**config.mk**
```make
export PLATFORM = sky130hd
export DESIGN_NAME = cau_front_flat
export DESIGN_NICKNAME = d
export VERILOG_FILES = /design/src/sv/cau_pkg.sv /design/src/sv/cau_item_if.sv /design/src/sv/cau_front.sv /design/src/flat_wrapper.sv
export VERILOG_INCLUDE_DIRS = /design/src /design/src/sv
export SDC_FILE = /design/constraint.sdc
export NUM_CORES = 1
export LEC_CHECK = 0
export ABC_AREA = 1
export BUFFER_PORTS_ARGS = -buffer_cell sky130_fd_sc_hd__buf_2
export CAP_MARGIN = 10
export CORE_MARGIN = 5
export CORE_UTILIZATION = 49
export DETAILED_ROUTE_END_ITERATION = 7
export PLACE_DENSITY_LB_ADDON = 0.05
export SETUP_SLACK_MARGIN = 0.3
export SLEW_MARGIN = 20
export SYNTH_ARGS = -nofsm -noshare
export SYNTH_HDL_FRONTEND = slang
export SYNTH_SLANG_ARGS = --single-unit
```
**constraint.sdc**
```tcl
create_clock -name clk -period 8.6 [get_ports clk]
set_clock_uncertainty 0.15 [all_clocks]
set_input_delay 1.29 -clock clk [delete_from_list [all_inputs] [get_ports clk]]
set_output_delay 1.29 -clock clk [all_outputs]
set_load 0.01 [all_outputs]
```
**src/sv/assert_macros.svh**
```systemverilog
// Assertion macros shared by the call auction modules.
`ifndef ASSERT_MACROS_SVH
`define ASSERT_MACROS_SVH

// Antecedent implies consequent in the same cycle.
`define CAU_ASSERT_IMP(lbl, ante, cons, msg) \
  lbl: assert property (@(posedge clk) disable iff (rst) (ante) |-> (cons)) else $error(msg);

// Antecedent implies consequent in the next cycle.
`define CAU_ASSERT_NXT(lbl, ante, cons, msg) \
  lbl: assert property (@(posedge clk) disable iff (rst) (ante) |=> (cons)) else $error(msg);

`endif

```
**src/sv/cau_pkg.sv**
```systemverilog
// Types, constants and codes of the call auction uncrossing block.
package cau_pkg;

  localparam int BOOK_DEPTH  = 32;
  localparam int IDX_W       = $clog2(BOOK_DEPTH);
  localparam int VOL_W       = 32 + $clog2(BOOK_DEPTH + 1);
  localparam int QUEUE_DEPTH = 2;
  localparam int CFG_IDX_W   = 2;
  localparam logic [IDX_W-1:0] LAST_IDX = IDX_W'(BOOK_DEPTH - 1);

  localparam logic [1:0] OP_ADD     = 2'd0;
  localparam logic [1:0] OP_REMOVE  = 2'd1;
  localparam logic [1:0] OP_UNCROSS = 2'd2;

  localparam logic [1:0] KIND_ADD_ACK = 2'd0;
  localparam logic [1:0] KIND_RM_ACK  = 2'd1;
  localparam logic [1:0] KIND_SUMMARY = 2'd2;
  localparam logic [1:0] KIND_FILL    = 2'd3;

  localparam logic [CFG_IDX_W-1:0] CFG_REF = 2'd0;
  localparam logic [CFG_IDX_W-1:0] CFG_NUM = 2'd1;
  localparam logic [CFG_IDX_W-1:0] CFG_DEN = 2'd2;

  typedef struct packed {
    logic [1:0]         op;
    logic [15:0]        order_tag;
    logic               order_is_buy;
    logic signed [31:0] order_price;
    logic [31:0]        order_quantity;
    logic [47:0]        order_time;
  } item_t;

  typedef struct packed {
    logic [1:0]         kind;
    logic               ok;
    logic [15:0]        fill_tag;
    logic               fill_is_buy;
    logic [36:0]        amount;
    logic signed [31:0] cross_price;
    logic               beyond_band;
    logic               last;
  } res_t;

  // Handshake between front queue and back sequencer.
  typedef struct packed {
    logic  valid;
    item_t item;
  } queue_head_t;

  typedef enum logic [3:0] {
    S_IDLE, S_ADD, S_RM_SCAN, S_RM_ACK, S_UX_CAND, S_UX_SUM, S_UX_EVAL,
    S_UX_DONE, S_BAND, S_SUMMARY, S_FILL_SCAN, S_FILL_DEC, S_FILL_EMIT
  } state_t;

endpackage

```
**src/sv/cau_item_if.sv**
```systemverilog
// Input item channel.
interface cau_item_if;
  import cau_pkg::*;
  logic               valid;
  logic               ready;
  logic [1:0]         op;
  logic [15:0]        order_tag;
  logic               order_is_buy;
  logic signed [31:0] order_price;
  logic [31:0]        order_quantity;
  logic [47:0]        order_time;
  modport source (output valid, op, order_tag, order_is_buy, order_price,
                  order_quantity, order_time, input ready);
  modport sink   (input valid, op, order_tag, order_is_buy, order_price,
                  order_quantity, order_time, output ready);
endinterface

```
**src/sv/cau_front.sv**
```systemverilog
// Front: accepts input beats, drops unused op codes, queues the rest.
`include "assert_macros.svh"
module cau_front (
  input  logic                 clk,
  input  logic                 rst,
  cau_item_if.sink             item_ch,
  output cau_pkg::queue_head_t head,
  input  logic                 pop
);
  import cau_pkg::*;

  localparam int PTR_W = $clog2(QUEUE_DEPTH);

  item_t            slots [QUEUE_DEPTH];
  logic [PTR_W-1:0] rd_ptr;
  logic [PTR_W-1:0] wr_ptr;
  logic [PTR_W:0]   count;
  logic             push;
  logic             take;
  item_t            in_item;

  assign in_item = '{op: item_ch.op, order_tag: item_ch.order_tag,
                     order_is_buy: item_ch.order_is_buy,
                     order_price: item_ch.order_price,
                     order_quantity: item_ch.order_quantity,
                     order_time: item_ch.order_time};

  assign item_ch.ready = (count != (PTR_W+1)'(QUEUE_DEPTH));
  // op code three is swallowed here: it causes no result
  assign push = item_ch.valid && item_ch.ready &&
                (in_item.op == OP_ADD || in_item.op == OP_REMOVE ||
                 in_item.op == OP_UNCROSS);
  assign take = pop && (count != '0);

  assign head.valid = (count != '0);
  assign head.item  = slots[rd_ptr];

  always_ff @(posedge clk) begin
    if (rst) begin
      rd_ptr <= '0;
      wr_ptr <= '0;
      count  <= '0;
    end else begin
      if (push) begin
        wr_ptr <= (wr_ptr == PTR_W'(QUEUE_DEPTH - 1)) ? '0 : wr_ptr + 1'b1;
      end
      if (take) begin
        rd_ptr <= (rd_ptr == PTR_W'(QUEUE_DEPTH - 1)) ? '0 : rd_ptr + 1'b1;
      end
      count <= count + (PTR_W+1)'(push) - (PTR_W+1)'(take);
    end
  end

  always_ff @(posedge clk) begin
    if (push) begin
      slots[wr_ptr] <= in_item;
    end
  end

  `CAU_ASSERT_NXT(a_count_track, push && !take, count == $past(count) + 1'b1,
                  "queue count lost a push")
  `CAU_ASSERT_IMP(a_no_overflow, count == (PTR_W+1)'(QUEUE_DEPTH), !push,
                  "push into full queue")
  `CAU_ASSERT_NXT(a_pop_track, take && !push, count == $past(count) - 1'b1,
                  "queue count lost a pop")

endmodule

```
**src/flat_wrapper.sv**
```systemverilog
// flat-port wrapper written by rule: the top's interface ports become plain ports
module cau_front_flat import cau_pkg::*;
  (clk, rst, head, pop, item_ch_valid, item_ch_op, item_ch_order_tag, item_ch_order_is_buy, item_ch_order_price, item_ch_order_quantity, item_ch_order_time, item_ch_ready);
  cau_item_if item_ch_i ();
  input  logic clk;
  input  logic rst;
  output cau_pkg::queue_head_t head;
  input  logic pop;
  input wire logic [$bits(item_ch_i.valid)-1:0] item_ch_valid;
  input wire logic [$bits(item_ch_i.op)-1:0] item_ch_op;
  input wire logic [$bits(item_ch_i.order_tag)-1:0] item_ch_order_tag;
  input wire logic [$bits(item_ch_i.order_is_buy)-1:0] item_ch_order_is_buy;
  input wire logic [$bits(item_ch_i.order_price)-1:0] item_ch_order_price;
  input wire logic [$bits(item_ch_i.order_quantity)-1:0] item_ch_order_quantity;
  input wire logic [$bits(item_ch_i.order_time)-1:0] item_ch_order_time;
  output wire logic [$bits(item_ch_i.ready)-1:0] item_ch_ready;
  assign item_ch_i.valid = item_ch_valid;
  assign item_ch_i.op = item_ch_op;
  assign item_ch_i.order_tag = item_ch_order_tag;
  assign item_ch_i.order_is_buy = item_ch_order_is_buy;
  assign item_ch_i.order_price = item_ch_order_price;
  assign item_ch_i.order_quantity = item_ch_order_quantity;
  assign item_ch_i.order_time = item_ch_order_time;
  assign item_ch_ready = item_ch_i.ready;
  cau_front u_core (.clk(clk), .rst(rst), .item_ch(item_ch_i), .head(head), .pop(pop));
endmodule
```
Yosys cells after proc, flatten, opt, wreduce, memory -nomap -nowiden
Memory sizes are Yosys's and may differ from the RTL's. A register that Yosys moved wholly into a read port is not among the register bits.
Cells that the tools add are included.
- register bits: 4
- ROM bits: 0
- memories: 1
- output and inout port bits: 133
- bits in writable memories: 262
- logic and storage cells: 24
- bits in latches: 0
- equality and inequality tests: 3
- divide/modulo/power cells: 0
- multipliers: 0
- reduce and logical (&&, ||, !) cells: 7
- shift-type cells: 0
- mux-type cells: 6
- add/sub/neg operators: 4
- order comparisons: 0
- bitwise operators: 0
- memory list (name ; depth ; bits a word ; rd ports ; clocked after Yosys merged registers in ; write ports ; line ; text):
    u_core.slots ; 2 ; 131 ; 1 ; 1 ; 1 ; cau_front.sv:14 ; item_t slots [QUEUE_DEPTH];
- operators by type and width (operator ; number):
    1-bit two-way mux ; 6
    1-bit logical AND ; 3
    1-bit adder, second input constant ; 2
    2-bit by 1-bit adder with 2-bit output ; 1
    2-bit by 1-bit equality test with 1-bit output, second input constant ; 1
    2-bit equality test, second input constant ; 1
    2-bit logical NOT ; 1
    1-bit logical OR ; 2
    2-bit inequality test, second input constant ; 1
    2-bit nonzero test ; 1
    2-bit by 1-bit subtractor with 2-bit output ; 1

Logic depth before layout (Yosys ltp)
Gate-level depths: netlist (run 1).
- depth after elaboration: 6
- gate-level depth with buffers: 12
- gate-level depth less buffers: 12

Worst setup path before layout (run 1)
No wires, ideal clock.
- path type: input to register
- start: in item_ch_op[0]
- end: mem u_core.slots[1][0] (netlist bit), enable pin
- setup time: 624 ps
- stages on the path: 5
- slack: 741 ps
- required time: 7826 ps
- arrival: 7085 ps
- path buffers: 0
- path through: nand2_1 nand2_1 nor2_1 inv_1 nor2_1
- longest elaborated chain between the ends: 6
- elaborated cells between the ends (all ways): 8
- those cells by class: eq/ne: 2; mux: 2; reduce/logical: 4
- ends and longest elaborated chain (item ; line ; text):
    start, declared ; flat_wrapper.sv:10 ; input wire logic [$bits(item_ch_i.op)-1:0] item_ch_op;
    2-bit by 1-bit equality test with 1-bit output / 2-bit logical NOT (equally long branches) ; cau_front.sv:31 ; (in_item.op == OP_ADD || in_item.op == OP_REMOVE ||
    1-bit logical OR ; cau_front.sv:31 ;
    1-bit logical OR (*) ; cau_front.sv:31 ;
    1-bit logical AND (*) ; cau_front.sv:30 ; assign push = item_ch.valid && item_ch.ready &&
    1-bit two-way mux (*) ; cau_front.sv:55 ; if (push) begin
    1-bit two-way mux (not written as such) (*) ; cau_front.sv:56 ; slots[wr_ptr] <= in_item;
    end, declared ; cau_front.sv:14 ;
Every way passes the cells marked *; elsewhere a longest branch is shown, timed or not.

==> impl_results.md, run 1 <==
* Worst-margin pin slew at 1.06 ns
* Pleak at 4.87 nW
* Initial drt markers at 233
* RePlAce Congestion at 0.776
* Status: finished clean
* DRC at 0
* Net switching power at 0.897 mW
* #FFs+latches synth at 267
* Count of final setup violators at 0
* WL per Instance at 18.9 µm
* CP startpoint kind: flip-flop
* Starting Density at 49.8%
* Flop pwr share at 46.0%
* Combinational share of power at 22.0%
* Worst skew pair latency at 0.51 ns
* GR Util met1 at 18.0%
* Post-synthesis cell count at 449
* Synth top area cells: edfxtp_1 (78%), mux2_4 (13%), mux2_2 (4.6%)
* Total Neg Setup Slack at 0 ns
* Post-synth top area share at 78.0%
* Core Area at 0.0202 mm²
* Sequential cell area at 0.00797 mm²
* Worst slew margin relative to its limit at 29.3%
* Fillers at 1484
* Synthesized Nets at 585
* GRT Total Usage at 15.7%
* Post-synth cell types at 15
* CTS tree: yes
* Design area at 0.0126 mm²
* Post-CTS resize count at 0
* Vias post-DR at 5012
* Share of layout cells above drive strength 1 at 59.1%
* Critical Path RT at 7.16 ns
* Syn. warnings at 0
* Post-route minimum period at 3.94 ns
* Mean Syn Cell Area at 22.5 µm²
* Worst r2r src: u_core.count[1]
* Final Hold Viols at 0
* Die W at 153 µm
* Largest net degree at the start of global routing at 76
* Die height at 153 µm
* Post-synthesis async set-or-reset flop share at 0%
* Worst-path maximum fanout at 65
* Setup bufs post-CTS at 0
* Top Usage Layer GRT: met2
* Seq/Total Area, Yosys at 79.0%
* PortBufs at 267
* Syn-to-layout area delta at 24.5%
* Max-cap viol count at 0
* Antenna viol nets, final at 0
* Worst min path class: reg2reg
* Reg clk slew, reported paths at 0.06 ns
* I/O Pins at 268
* Final worst path period share at 45.8%
* Standard-cell row count at 52
* DR pass1 iterations at 7
* GRT met3 Usage at 6.30%
* Clk pwr share at 32.0%
* Worst hold slack at 0.315 ns
* Net Sw Frac at 25.1%
* CTS buffer count at 27
* Combined area of the multi-input logic cells at 0.00194 mm²
* Number of global-route vias before repair at 5368
* Root Driver: clkbuf_16
* Die area at 0.0235 mm²
* Average vias per placed instance at 4.88
* CP Capture Type: output port
* Max VDD drop at 0.169 mV
* Critical path class: reg2out
* Total grt overflow at 0
* H-tree depth at 1
* Int Pwr at 2.68 mW
* Hold Buf Count CTS at 0
* Cell taking the most area after synthesis: edfxtp_1
* Max Root-Sink Buffers at 3
* CTS sink count at 267
* First-pass GRT wire length at 29000 µm
* Initial antenna violation count at 6
* Commonest cells in the netlist: edfxtp_1 (262), mux2_4 (90), mux2_2 (41), inv_1 (11), nand2_1 (11)
* Total wire length at 19400 µm
* Pwr dens at 285 mW/mm²
* Post-DP Area at 0.0117 mm²
* Maximum clock rate at 254 MHz
* RSZ-0062 raised after global routing: no
* Number of synthesized flops with an enable pin at 262
* Hold Crit Start: u_core.rd_ptr
* Most frequent cell after synthesis: edfxtp_1
* Synthesized area at 0.0101 mm²
* DP Wirelength at 13300 µm
* Total power at 3.58 mW
* Max Slew Vio Count at 0
* Met2 Track Usage GR at 27.5%
* CP arrival at 2.50 ns
* Most used flip-flop cell after synthesis: edfxtp_1
* Nets at 872
==> registers in the layout, indices dropped and copies added, names as in the netlist, named ones only <==
register,flops
u_core.slots,262
u_core.rd_ptr,1
u_core.wr_ptr,1
u_core.count,2
==> layout by cell type, fill, tap and decap left out <==
cell type   synthesis  layout
nor2_4              0       2
nor2_1              6       4
a21oi_1             3       3
clkinv_2            0       6
dfxtp_1             5       4
mux2_4             90      90
nand3_1             1       1
bufinv_16           0       4
dfxtp_4             0       1
buf_4               0       6
nand4_1             1       1
clkbuf_16           0      27
edfxtp_1          262     262
clkinv_1            0       4
mux2_2             41      41
diode_2             0       2
buf_2               4     267
clkbuf_1            0       5
clkinvlp_4          0       2
nand2_1            11      11
inv_1              11      11
ha_1                1       1
o21ai_0             2       2
==> routing by layer <==
metal	part of all wire (%)	vias to the layer above	routed length [µm]
met5	0.26	-	51
met4	1.9	8	366
met3	9.0	32	1750
met1	37	2445	7180
li1	-	2340	-
met2	52	187	10000
==> worst max-delay path: stages (launching register included) <==
cell	delay (ns)
dfxtp_4	0.52
buf_4	0.85
mux2_2	0.42
buf_2	0.14
==> power groups by stage <==
| stage | combinational (mW) | clock, mW | sequential [mW] |
|---|---|---|---|
| after floorplan | 0.550 | 0 | 1.68 |
| after global placement | 0.794 | 0 | 1.67 |
| after detailed placement | 0.803 | 0 | 1.68 |
| after CTS | 0.805 | 1.17 | 1.65 |
| after global routing | 0.847 | 1.24 | 1.66 |
| final | 0.786 | 1.15 | 1.65 |
==> area by class of cell <==
cell class                      count  share of cell area [%]
Sequential cell                   267                    63.5
Multi-Input combinational cell    156                    15.5
Timing Repair Buffer              273                    11.0
Clock buffer                       32                    5.53
Tap cell                          270                    2.69
Clock inverter                     16                    1.44
Inverter                           11                   0.329
Antenna cell                        2                  0.0399
==> cell families (layout without fill, tap and decap cells) <==
| kind of cell | after synthesis | in the layout | synth area share, % |
|---|---|---|---|
| AOI/OAI and AO/OA | 5 | 5 | 0.248 |
| adders and majority gates | 1 | 1 | 0.124 |
| buffers and inverters | 26 | 332 | 1.87 |
| DFF | 267 | 267 | 79.0 |
| muxes | 131 | 131 | 18.0 |
| other | 0 | 2 | 0 |
| and+or+nand+nor | 19 | 19 | 0.745 |
==> worst paths after layout <==
kind / to / slack [ns] / depth (start not counted)
max: head[32] / 4.66 / 3
min: flip-flop / 0.31 / 2
max reg2reg: u_core.slots[1][89] / 6.32 / 6
min reg2reg: flip-flop / 0.31 / 2
==> through the flow <==
stage,setup slack (ns),instances,util (%)
3_3_place_gp,5.18,977,57.7
3_5_place_dp,5.15,977,57.7
6_report,4.66,1027,62.0
2_1_floorplan,0.741,449,-
5_1_grt,4.50,1027,62.0
4_1_cts,4.60,1025,62.0
(Power assumes the default switching activity.)
==> inputs of run 2 (changes only) <==
==> constraint.sdc (replaced) <==
create_clock -name clk -period 3.9 [get_ports clk]
set_clock_uncertainty 0.15 [all_clocks]
set_input_delay 0.585 -clock clk [delete_from_list [all_inputs] [get_ports clk]]
set_output_delay 0.585 -clock clk [all_outputs]
set_load 0.01 [all_outputs]
==> run 2 against run 1 <==
Combinational power up 120%. Clock power increased by 140%. Highest routed layer unchanged. Worst hold slack got worse by 0.21 ns. First-iteration DRC count rose by 6.9%. Sequential power up 120%. Sequential share of layout area decreased by 0.87 points. Wire length is 2.1% higher. Critical endpoint is now head[69]. Design area rose by 1.4%. Largest cell class unchanged.
==> impl_results.md, run 2 (synthesized netlist as in run 1, its figures left out) <==
* Syn-to-layout area delta at 26.2%
* DP Wirelength at 13400 µm
* Worst-margin pin slew at 0.743 ns
* RSZ-0062 raised after global routing: no
* Worst R2R End: u_core.slots[1][91]
* Top flop regs: u_core.slots x262, u_core.count x2
* Pwr dens at 644 mW/mm²
* Reg-to-reg slack, setup at 1.65 ns
* DRC at 0
* Most frequent cells in the layout: buf_2 (267), edfxtp_1 (262), mux2_4 (90)
* R2R cell count at 6
* I/O Pins at 268
* Hold Crit Start: item_ch_order_time[10]
* CP delay by family, top: flip-flops
* Die W at 153 µm
* Total wire length at 19800 µm
* Max Slew Vio Count at 0
* CP startpoint kind: flip-flop
* Maximum clock rate at 335 MHz
* Number of global-route vias before repair at 5545
* Post-Layout Cell Count at 1028
* Final Util at 62.9%
* CTS tree: yes
* Reg clk slew, reported paths at 0.06 ns
* Average vias per placed instance at 4.91
* Worst hold endpoint: u_core.slots[0][10]
* Pleak at 4.95 nW
* Largest net degree at the start of global routing at 126
* Count of final setup violators at 0
* Max-cap viol count at 0
* Total grt overflow at 0
* Core Area at 0.0202 mm²
* Total Neg Setup Slack at 0 ns
* Post-route minimum period at 2.99 ns
* CP Depth at 3
* Post-CTS resize count at 0
* Critical path class: reg2out
* H-tree depth at 1
* Nets at 873
* Worst-path maximum fanout at 40
* Max Root-Sink Buffers at 3
* Worst-path cell chain: buf_4 -> mux2_4 -> buf_2
* Initial drt markers at 249
* Crit path max-delay cell type: dfxtp_4
* CTS buffer count at 27
* Root Driver: clkbuf_16
* Worst Path Buf+Inv at 2
* Antenna viol nets, final at 0
* Hold Crit Depth at 1
* RePlAce Congestion at 0.797
* Biggest register: u_core.slots
* Worst min path class: in2reg
* Die height at 153 µm
* Cell total after placement at 978
* Die area at 0.0235 mm²
* PortBufs at 267
* WL per Instance at 19.2 µm
* Starting Density at 49.8%
* Slowest stage delay, CP at 0.82 ns
* GRT Total Usage at 16.1%
* Max VDD drop at 0.495 mV
* Final worst path period share at 76.6%
* Share of layout cells above drive strength 1 at 59.4%
* Total power at 8.20 mW
* CTS sink count at 267
* Initial antenna violation count at 6
* Critical Path RT at 3.16 ns
* Setup bufs post-CTS at 0
* DR pass1 iterations at 4
* Most common cell after layout, fill and taps aside: buf_2
* Largest register FFs at 262
* CP Capture Type: output port
* CP arrival at 2.25 ns
* Worst r2r src: u_core.count[1]
* Vias post-DR at 5048
* Worst slew margin relative to its limit at 50.5%
* Status: finished clean
* Final Hold Viols at 0
* Hold Buf Count CTS at 0
* First-pass GRT wire length at 30000 µm
* Worst skew pair latency at 0.52 ns
* Standard-cell row count at 52
## run 2: cell count changes in the layout (fill, tap and decap cells not counted)
cell	delta
clkbuf_1	-3
clkinv_2	-1
clkinv_1	+1
diode_2	-1
buf_4	-4
bufinv_16	+4
buf_12	+5
## run 2: power breakdown
group	leakage [nW]	internal, mW	total, mW	switching [mW]
Sequential	2.47	3.53	3.66	0.136
Combinational	2.01	0.878	1.74	0.863
Clock	0.476	1.79	2.80	1.01
Total	4.95	6.19	8.20	2.01
## run 2: worst max path at each step
stage / to / slack (ns) / start
floorplan: u_core.slots[1][0] / -1.04 / item_ch_op[0]
global placement: u_core.slots[1][41] / 1.39 / item_ch_op[0]
detailed placement: u_core.slots[1][41] / 1.27 / item_ch_op[0]
CTS: head[30] / 0.84 / flip-flop
global route: head[30] / 0.78 / flip-flop
finish: head[69] / 0.91 / flip-flop
## run 2: area by class of cell
class,count,area (µm²)
sequential,267,7970
fill,1480,7510
multi-input combinational,156,1940
timing repair buffer,274,1450
clock buffer,29,683
tap,270,338
clock inverter,20,299
inverter,11,41.3
antenna,1,2.50
## run 2: stage by stage
step           setup WS [ns]  hold slack [ns]  cell area, µm²
6_report               0.911            0.103           12700
5_1_grt                0.783           0.0804           12700
4_1_cts                0.837           0.0785           12700
3_5_place_dp            1.27            0.310           11700
3_3_place_gp            1.39            0.304           11700
2_1_floorplan          -1.04            0.297           10100
## run 2: routing by layer
| layer | GRT usage, % | vias to the layer above | routed length [µm] |
|---|---|---|---|
| met5 | 0 | - | 62 |
| met4 | 3.74 | 12 | 360 |
| met3 | 5.99 | 38 | 1740 |
| met2 | 27.9 | 195 | 10100 |
| met1 | 19.4 | 2460 | 7530 |
| li1 | - | 2343 | - |
